**src/rtl/jfss_pkg.sv**
```systemverilog
`default_nettype none

package jfss_pkg;

    // Byte values that carry meaning in the stream
    localparam logic [7:0] BYTE_FILL = 8'hFF;
    localparam logic [7:0] BYTE_SOI  = 8'hD8;
    localparam logic [7:0] BYTE_SOF0 = 8'hC0;
    localparam logic [7:0] BYTE_SOF1 = 8'hC1;
    localparam logic [7:0] BYTE_SOF2 = 8'hC2;

    typedef logic [1:0] t_status;

    localparam t_status ST_FOUND  = 2'd0;
    localparam t_status ST_NO_SOI = 2'd1;
    localparam t_status ST_NO_SOF = 2'd2;
    localparam t_status ST_ZERO   = 2'd3;

endpackage

`default_nettype wire

```
**src/rtl/jpeg_frame_size_scanner.sv**
```systemverilog
`default_nettype none

// Channel  | Signals                                      | Direction
// ---------+----------------------------------------------+----------
// byte in  | i_valid, o_stall, i_data_byte, i_last_byte   | in
// status   | o_valid, i_stall, o_status, o_image_width,   | out
//          | o_image_height                               |
//
// Cycles: one byte is taken every cycle unless o_stall is high; its state
// update is done in the cycle it is accepted, and a status appears on the
// output register in the cycle after the byte that decided it.
// Reset: synchronous, active low; clears the parse state and the output valid.
// Stalls: the output register holds a status while i_stall is high; the input
// side stalls only when that register is full and held.
module jpeg_frame_size_scanner (
    input  wire logic          i_clk,
    input  wire logic          i_rst_n,
    input  wire logic          i_valid,
    output      logic          o_stall,
    input  wire logic [7:0]    i_data_byte,
    input  wire logic          i_last_byte,
    output      logic          o_valid,
    input  wire logic          i_stall,
    output jfss_pkg::t_status  o_status,
    output      logic [15:0]   o_image_width,
    output      logic [15:0]   o_image_height
);

    // Parse phases
    localparam logic [3:0] PH_SOI_FIRST  = 4'd0;
    localparam logic [3:0] PH_SOI_SECOND = 4'd1;
    localparam logic [3:0] PH_HUNT       = 4'd2;
    localparam logic [3:0] PH_FILL       = 4'd3;
    localparam logic [3:0] PH_LEN_HIGH   = 4'd4;
    localparam logic [3:0] PH_LEN_LOW    = 4'd5;
    localparam logic [3:0] PH_SKIP       = 4'd6;
    localparam logic [3:0] PH_PRECISION  = 4'd7;
    localparam logic [3:0] PH_H_HIGH     = 4'd8;
    localparam logic [3:0] PH_H_LOW      = 4'd9;
    localparam logic [3:0] PH_W_HIGH     = 4'd10;
    localparam logic [3:0] PH_W_LOW      = 4'd11;

    // Parse state
    logic [3:0]  r_phase,       n_phase;
    logic        r_frame_seen,  n_frame_seen;
    logic [7:0]  r_len_high,    n_len_high;
    logic [15:0] r_skip,        n_skip;
    logic [15:0] r_height,      n_height;
    logic [7:0]  r_width_high,  n_width_high;
    logic        r_reported,    n_reported;

    // Output register
    logic              r_out_valid, n_out_valid;
    jfss_pkg::t_status r_status,    n_status;
    logic [15:0]       r_width,     n_width;
    logic [15:0]       r_out_height, n_out_height;

    logic        in_accept;
    logic        out_taken;
    logic        emit;
    logic [15:0] len_word;
    logic [15:0] width_word;

    // Stall input only while a status is waiting and downstream holds it
    assign o_stall   = r_out_valid && i_stall;
    assign in_accept = i_valid && !o_stall;
    assign out_taken = r_out_valid && !i_stall;

    assign len_word   = {r_len_high, i_data_byte};
    assign width_word = {r_width_high, i_data_byte};

    always_comb begin
        n_phase      = r_phase;
        n_frame_seen = r_frame_seen;
        n_len_high   = r_len_high;
        n_skip       = r_skip;
        n_height     = r_height;
        n_width_high = r_width_high;
        n_reported   = r_reported;
        emit         = 1'b0;
        n_status     = r_status;
        n_width      = r_width;
        n_out_height = r_out_height;

        if (in_accept) begin
            if (!r_reported) begin
                case (r_phase)
                    PH_SOI_FIRST: begin
                        if (i_data_byte == jfss_pkg::BYTE_FILL) begin
                            n_phase = PH_SOI_SECOND;
                        end else begin
                            emit         = 1'b1;
                            n_status     = jfss_pkg::ST_NO_SOI;
                            n_width      = '0;
                            n_out_height = '0;
                        end
                    end
                    PH_SOI_SECOND: begin
                        if (i_data_byte == jfss_pkg::BYTE_SOI) begin
                            n_phase = PH_HUNT;
                        end else begin
                            emit         = 1'b1;
                            n_status     = jfss_pkg::ST_NO_SOI;
                            n_width      = '0;
                            n_out_height = '0;
                        end
                    end
                    PH_HUNT: begin
                        if (i_data_byte == jfss_pkg::BYTE_FILL) begin
                            n_phase = PH_FILL;
                        end
                    end
                    PH_FILL: begin
                        // Skip fill bytes; the first other byte is the marker
                        if (i_data_byte != jfss_pkg::BYTE_FILL) begin
                            n_frame_seen = i_data_byte inside {jfss_pkg::BYTE_SOF0,
                                                               jfss_pkg::BYTE_SOF1,
                                                               jfss_pkg::BYTE_SOF2};
                            n_phase = PH_LEN_HIGH;
                        end
                    end
                    PH_LEN_HIGH: begin
                        n_len_high = i_data_byte;
                        n_phase    = PH_LEN_LOW;
                    end
                    PH_LEN_LOW: begin
                        if (r_frame_seen) begin
                            n_phase = PH_PRECISION;
                        end else if (len_word > 16'd2) begin
                            n_skip  = len_word - 16'd2;
                            n_phase = PH_SKIP;
                        end else begin
                            n_skip  = '0;
                            n_phase = PH_HUNT;
                        end
                    end
                    PH_SKIP: begin
                        if (r_skip != '0) begin
                            n_skip = r_skip - 16'd1;
                        end
                        if (r_skip <= 16'd1) begin
                            n_phase = PH_HUNT;
                        end
                    end
                    PH_PRECISION: begin
                        n_phase = PH_H_HIGH;
                    end
                    PH_H_HIGH: begin
                        n_height = {i_data_byte, 8'd0};
                        n_phase  = PH_H_LOW;
                    end
                    PH_H_LOW: begin
                        n_height = {r_height[15:8], r_height[7:0] | i_data_byte};
                        n_phase  = PH_W_HIGH;
                    end
                    PH_W_HIGH: begin
                        n_width_high = i_data_byte;
                        n_phase      = PH_W_LOW;
                    end
                    PH_W_LOW: begin
                        emit = 1'b1;
                        if (width_word != '0 && r_height != '0) begin
                            n_status     = jfss_pkg::ST_FOUND;
                            n_width      = width_word;
                            n_out_height = r_height;
                        end else begin
                            n_status     = jfss_pkg::ST_ZERO;
                            n_width      = '0;
                            n_out_height = '0;
                        end
                    end
                    default: begin
                        n_phase = PH_HUNT;
                    end
                endcase
                if (emit) begin
                    n_reported = 1'b1;
                end
            end

            // Last byte: report the fallback if nothing went out, then rearm
            if (i_last_byte) begin
                if (!n_reported) begin
                    emit         = 1'b1;
                    n_status     = (n_phase == PH_SOI_SECOND) ? jfss_pkg::ST_NO_SOI
                                                              : jfss_pkg::ST_NO_SOF;
                    n_width      = '0;
                    n_out_height = '0;
                end
                n_phase      = PH_SOI_FIRST;
                n_frame_seen = 1'b0;
                n_len_high   = '0;
                n_skip       = '0;
                n_height     = '0;
                n_width_high = '0;
                n_reported   = 1'b0;
            end
        end

        // Drop the held status once taken; load a new one when produced
        n_out_valid = (r_out_valid && !out_taken) || emit;
    end

    always_ff @(posedge i_clk) begin
        if (!i_rst_n) begin
            r_phase      <= PH_SOI_FIRST;
            r_frame_seen <= 1'b0;
            r_len_high   <= '0;
            r_skip       <= '0;
            r_height     <= '0;
            r_width_high <= '0;
            r_reported   <= 1'b0;
            r_out_valid  <= 1'b0;
        end else begin
            r_phase      <= n_phase;
            r_frame_seen <= n_frame_seen;
            r_len_high   <= n_len_high;
            r_skip       <= n_skip;
            r_height     <= n_height;
            r_width_high <= n_width_high;
            r_reported   <= n_reported;
            r_out_valid  <= n_out_valid;
        end
    end

    // Payload: load only with a new status, hold otherwise
    always_ff @(posedge i_clk) begin
        if (emit) begin
            r_status     <= n_status;
            r_width      <= n_width;
            r_out_height <= n_out_height;
        end
    end

    assign o_valid        = r_out_valid;
    assign o_status       = r_status;
    assign o_image_width  = r_width;
    assign o_image_height = r_out_height;

endmodule

`default_nettype wire

```
**config.mk**
```make
export PLATFORM = sky130hd
export DESIGN_NAME = jpeg_frame_size_scanner
export DESIGN_NICKNAME = d
export VERILOG_FILES = /design/src/rtl/jfss_pkg.sv /design/src/rtl/jpeg_frame_size_scanner.sv
export SDC_FILE = /design/constraint.sdc
export NUM_CORES = 1
export LEC_CHECK = 0
export BUFFER_PORTS_ARGS = -buffer_cell sky130_fd_sc_hd__clkbuf_2
export CORE_MARGIN = 2
export CORE_UTILIZATION = 46
export CTS_CLUSTER_SIZE = 20
export DETAILED_ROUTE_END_ITERATION = 16
export GPL_TIMING_DRIVEN = 0
export PLACE_DENSITY_LB_ADDON = 0.25
export SETUP_SLACK_MARGIN = 0.5
export SYNTH_ARGS = -nofsm -noshare
export SYNTH_HDL_FRONTEND = slang
export SYNTH_SLANG_ARGS = --single-unit
```
**constraint.sdc**
```tcl
create_clock -name i_clk -period 7.3 [get_ports i_clk]
set_input_delay 0.365 -clock i_clk [delete_from_list [all_inputs] [get_ports i_clk]]
set_output_delay 0.365 -clock i_clk [all_outputs]
set_load 0.03 [all_outputs]
```
==> results.md, run 1 <==
* Setup_tns at 0 ns
* Core ar. at 9770 sq um
* Vias at 4248
* Internal at 778 uW
* Die H at 104 um
* I/O pins at 49
* Layout Nets at slightly below 600
* Async SR Flop Fraction at 0%
* Reg clk slew, reported paths at 0.10 ns
* #FFs+latches synth at 89
* Fin Clk Skew at around 0.0093 ns
* Fin crit period at 3.12 ns
* Post-DR wirelength/cell at 18.2 um
* Input/output buffers at 43
* Power share of the combinational group at between 10% and 20%
* Min-Delay Path Depth at 3
* Post-Syn Instances at 516
* Area contributors post-synth: dfxtp_1 24%, edfxtp_1 22%, a22oi_1 8.1%
* Drt via density at approximately 6
* Clk root buf: clkbuf_8
* Final Routed Wirelength at between 10 and 15 mm
* Initial DRC count at between 200 and 300
* CTS tree: built
* Post-Syn Area per Cell at 9.00 sq um
* Initial antenna violation count at 0
* Peak VDD IR at 121 uV
* DRT antenna net count at 0
* ANT cells at 0
* Most frequent cells in the layout: 71 x nor2_1, 55 x dfxtp_1, 50 x a22oi_1, 43 x clkbuf_2, 34 x edfxtp_1
* Non-Filler Instances at 710
* Vias in the first global route at approximately 4100
* Final Hold Viols at 0
* Endpoint, Worst Hold: o_valid
* RR Startpoint: r_phase[1]
* DRC at 0
* Startpoint Class: flop
* RSZ-0062 raised after global routing: no
* Ratio of cells with drive above 1 in the final layout at 14.7%
* Worst hold start: i_valid
* CTS max path bufs at 2
* Final setup viols at 0
* Initial Utilization at 47.5%
* FILL cells at 955
* Dpl cells at about 700
* Worst Tran Pin Value at 0.996 ns
* First-pass GRT wire length at between 20 and 25 mm
* Crit path max fanout at 13
* Synthesized Nets at approximately 530
* Gp weighted congestion at 0.936
* Largest net degree at the start of global routing at 18
* Sw frac at 28.9%
* Total CTS buffers at 9
* DRT Pass-1 Iters at 5
* Area share of the largest cell type after synthesis at 23.7%
* Layout area overhead at 13.9%
* Max-cap violation count at 0
* Final Max Tran Viols at 0
* Sequential fraction of the synthesis area at 45.7%
* Data required, critical path at 7.39 ns
* Reg2Reg Setup Slack at between 4 and 5 ns
* Skew-Pair Late Insertion Delay at approximately 0.38 ns
* PnR worst setup slack at 4.18 ns
* Status: finished, final reports clean
* Top_reg_cell synth: dfxtp_1
* EDFF count, synth at 34
* Slew headroom at 33.2%
* R2r worst-path depth at 8
* Leakage at 0.00196 uW
* HP Class: in2reg
* PD cells at 207 nW/um^2
* CP Class: reg2reg
* # resized after CTS at 0
* Sequential power share at 50.2%
* Gr ovfl total at 0
* Pre-CTS setup slack at 3.93 ns
* Final core utilization at 54.1%
* Post-DP HPWL at 9.14 mm
* Postcts setup bufs at 0
* Hold slack at around 0.26 ns
* Critical Path AT at 3.21 ns
* NetSw at 316 uW
* CTS Hold Buffers Added at 0
* Netlist cell types at 60
* Sink Count at 89
* Endpoint class of the critical path: flop
* Number of H-tree levels at 3
* RR Endpoint: o_image_height[5]
* Rows at 36
* Fmax at around 320 MHz
* Commonest non-fill, non-tap cell in the layout: nor2_1
* Total track usage at 24.1%
* Final period util at 42.8%
* Synthesized cell area at 4640 sq um
* Die width at ~100 um
* YS warnings at 0
* Dominant cell type by area after synthesis: dfxtp_1
* Die ar. at ~11000 sq um
* Clock power frac at approximately 37%
## flip-flops by register name, indices dropped and copies added (netlist names)
signal,flops
r_skip,16
o_image_height,16
r_width_high,8
r_phase,4
r_len_high,8
o_valid,1
r_height,16
r_reported,1
o_status,2
r_frame_seen,1
o_image_width,16
## synthesized netlist by cell type, types with 2 or more instances
cell type,number
a21boi_0,9
a21oi_1,17
a22o_1,14
a22oi_1,50
a31o_2,2
a31oi_1,4
and2_1,5
and3_1,4
and4_1,2
buf_2,12
clkbuf_1,25
dfxtp_1,55
edfxtp_1,34
ha_1,4
inv_1,10
mux2i_1,4
nand2_1,28
nand2b_1,7
nand3_1,20
nand4_1,5
nor2_1,71
nor2b_1,20
nor3_1,11
nor3b_1,2
nor4_1,12
o211ai_1,4
o21ai_0,23
o21ai_1,4
o22ai_1,9
o2bb2ai_1,2
o31ai_1,2
o32ai_1,2
or3_1,4
or4_4,2
xnor2_1,10
xor2_1,3
## metal layers
layer	GRT usage, %	part of all wire, %
met5	0	0
met4	7.72	1.6
met3	4.64	4.9
met2	39.8	49
met1	31.9	45
## cell type report
class / instances / area [sq um] / share of cell area, %
clock buffer: 9 / 124 / 2.34
inverter: 10 / 37.5 / 0.710
clock inverter: 7 / 111 / 2.11
buffer: 38 / 158 / 2.98
tap: 133 / 166 / 3.15
timing repair buffer: 45 / 238 / 4.50
multi-input combinational: 379 / 2330 / 44.1
sequential: 89 / 2120 / 40.1
## logic make-up (layout without fill, tap and decap cells)
logic type,Yosys count,in the layout,share of synthesized area [%]
flip-flops,89,89,45.7
AO/OA/AOI/OAI,156,156,23.6
buffers and inverters,48,109,4.20
adder cells (fa/ha/maj),4,4,1.08
AND/OR/NAND/NOR,201,201,21.9
multiplexers,5,5,1.11
XOR/XNOR,13,13,2.45
## stage by stage
stage	instance area (sq um)	total power (uW)
after detailed placement	5050	697
final	5290	1090
after CTS	5290	1100
after global routing	5290	1130
after global placement	5020	694
after floorplan	4640	652
## power by group through the flow
| stage | logic (uW) | registers [uW] | clock network, uW |
|---|---|---|---|
| floorplan | 64.4 | 587 | 0 |
| global placement | 133 | 561 | 0 |
| detailed placement | 137 | 560 | 0 |
| CTS | 138 | 548 | 410 |
| global route | 149 | 551 | 433 |
| finish | 138 | 548 | 407 |
## worst max-delay path, cell delays in order (launching register included)
cell	delay, ns
dfxtp_1	0.36
clkbuf_1	0.23
nor2_1	0.34
o21ai_0	0.29
a21oi_1	0.26
nor2_1	0.09
nor3_2	0.77
buf_6	0.28
buf_6	0.19
## worst max-delay path by stage
stage                               from           endpoint
final                         r_phase[1]  o_image_height[5]
after global routing          r_phase[1]   o_image_width[0]
after floorplan           i_data_byte[0]  o_image_height[0]
after global placement    i_data_byte[0]  o_image_height[5]
after CTS                     r_phase[1]   o_image_width[0]
after detailed placement  i_data_byte[0]  o_image_height[7]
Power figures use the tool's default switching activity.
==> run 2: changes to the inputs <==
clock period = 2.5 ns   (was 7.3 ns; I/O delays follow)
==> run 2 against run 1 <==
Effect of this change:
- critical path type unchanged
- hold slack lost 0.22 ns
- largest power group unchanged
- first-iteration DRC count grew 74%
- clock power grew to 2.6 times the previous value
- highest routed layer unchanged
- core utilization grew 7.2 points
==> results.md, run 2 (synthesis results as in run 1) <==
* Input/output buffers at 43
* Largest net degree at the start of global routing at 22
* Final Max Tran Viols at 0
* Power share of the combinational group at 15.2%
* Data required, critical path at 2.75 ns
* Fin crit period at 2.33 ns
* Die H at roughly 100 um
* FILL cells at 834
* Status: finished, final reports clean
* Non-Filler Instances at 736
* Post-DR wirelength/cell at 18.8 um
* DRT Pass-1 Iters at 8
* CTS tree: built
* Sequential power share at 50.9%
* Total track usage at about a quarter
* Initial DRC count at 464
* DRT antenna net count at 0
* RSZ-0062 raised after global routing: yes
* Dpl cells at 693
* ANT cells at 0
* First-pass GRT wire length at 21.9 mm
* Slew headroom at 42.9%
* Max-cap violation count at 0
* Sw frac at between 20% and 30%
* Vias at ~4400
* CP startpoint: r_len_high[1]
* Die width at 104 um
* Worst hold start: i_valid
* Final Routed Wirelength at between 10 and 15 mm
* PD cells at ~530 nW/um^2
* Total CTS buffers at 9
* Post-DP HPWL at 8.95 mm
* CP Class: reg2reg
* Peak VDD IR at 307 uV
* NetSw at 913 uW
* RR Startpoint: r_len_high[1]
* Commonest non-fill, non-tap cell in the layout: nor2_1
* CTS Hold Buffers Added at 0
* Crit-path cells: or4_4 > or4_4 > buf_6 > buf_6 > o21ai_4 > buf_6 > o32ai_2 > a22o_1
* Crit path max fanout at 5
* CP peak stage delay at 0.53 ns
* Critical Path AT at 2.59 ns
* Gr ovfl total at 0
* Initial Utilization at between 40% and 50%
* CP max stage cell: or4_4
* Layout Nets at 615
* I/O pins at between 40 and 50
* Final Hold Viols at 0
* Most used cell, CP: buf_6
* Layout area overhead at 29.1%
* Hold slack at 0.0444 ns
* Number of H-tree levels at 3
* Endpoint class of the critical path: flop
* Clk root buf: clkbuf_8
* Die ar. at between 10000 and 15000 sq um
* Clock power frac at 34.0%
* Rows at 36
* Sink Count at between 80 and 90
* Fin Clk Skew at 0.0122 ns
* Final core utilization at 61.3%
* Gp weighted congestion at roughly 1.0
* Worst Tran Pin Value at 0.849 ns
* Core ar. at 9770 sq um
* Skew-Pair Late Insertion Delay at 0.36 ns
* HP Class: in2reg
* Final period util at between 90 and 100%
* Startpoint Class: flop
* Fmax at 429 MHz
* Vias in the first global route at between 4000 and 5000
* Final setup viols at 0
* Most frequent cells in the layout: 68 x nor2_1, 52 x clkbuf_2, 49 x dfxtp_1, 43 x a22oi_1, 34 x edfxtp_1
* Leakage at 0.00226 uW
* Initial antenna violation count at 0
* Reg clk slew, reported paths at roughly 0.1 ns
* Drt via density at 6.03
* Internal at 2240 uW
* CTS max path bufs at 2
* Ratio of cells with drive above 1 in the final layout at around 30%
* DRC at 0
run 2: metal layers:
metal  GRT usage [%]  vias to the layer above  part of all wire, %
met3            5.08                       26                  7.3
met5               0                        -                    0
met2            40.8                      206                   48
met1            32.3                     2119                   43
met4            8.59                        0                  1.8
li1                -                     2085                    -
run 2: repair_timing:
action | in CTS | in global routing
setup endpoints to repair | 101 | 112
hold endpoints to repair | 0 | 0
cloned | 1 | 1
pin swaps | 18 | 29
buffers inserted | 24 | 1
gates resized for setup | 42 | 77
run 2: final cells by class:
| class | instances | area, sq um | share of cell area, % |
|---|---|---|---|
| Buffer | 38 | 272 | 4.53 |
| Inverter | 10 | 37.5 | 0.626 |
| Clock inverter | 6 | 75.1 | 1.25 |
| Sequential cell | 89 | 2130 | 35.5 |
| Clock buffer | 10 | 138 | 2.30 |
| Multi-Input combinational cell | 379 | 2660 | 44.5 |
| Tap cell | 133 | 166 | 2.78 |
| Timing Repair Buffer | 71 | 510 | 8.52 |
run 2: metrics by stage:
stage,setup TNS (ns),instance area [sq um],total power (uW),setup slack [ns]
after global routing,0,5990,3270,0.120
after floorplan,0,4740,1910,0.244
after detailed placement,-6.31,5150,2040,-0.253
after CTS,0,5740,3120,0.169
final,0,5990,3150,0.167
after global placement,-19.08,5120,2020,-0.403
run 2: power groups by stage:
stage / registers (uW) / logic, uW / clock network [uW]
2_1_floorplan: 1710 / 193 / 0
3_3_place_gp: 1630 / 389 / 0
3_5_place_dp: 1630 / 406 / 0
4_1_cts: 1600 / 439 / 1080
5_1_grt: 1610 / 509 / 1150
6_report: 1600 / 478 / 1070
run 2: worst paths after layout:
check,to,slack [ns],depth (start not counted)
worst min-delay path,o_valid,0.04,3
worst min register to register,r_skip[9],0.50,1
worst max register to register,r_skip[10],0.17,8
worst max-delay path,r_skip[10],0.17,8
run 2: worst max-delay path: cells and delay by family, from the launching register on:
family                 cells  cell delay [ns]
AO/OA/AOI/OAI              3             0.49
buffers and inverters      3             0.42
flip-flops                 1             0.33
AND/OR/NAND/NOR            2             1.00
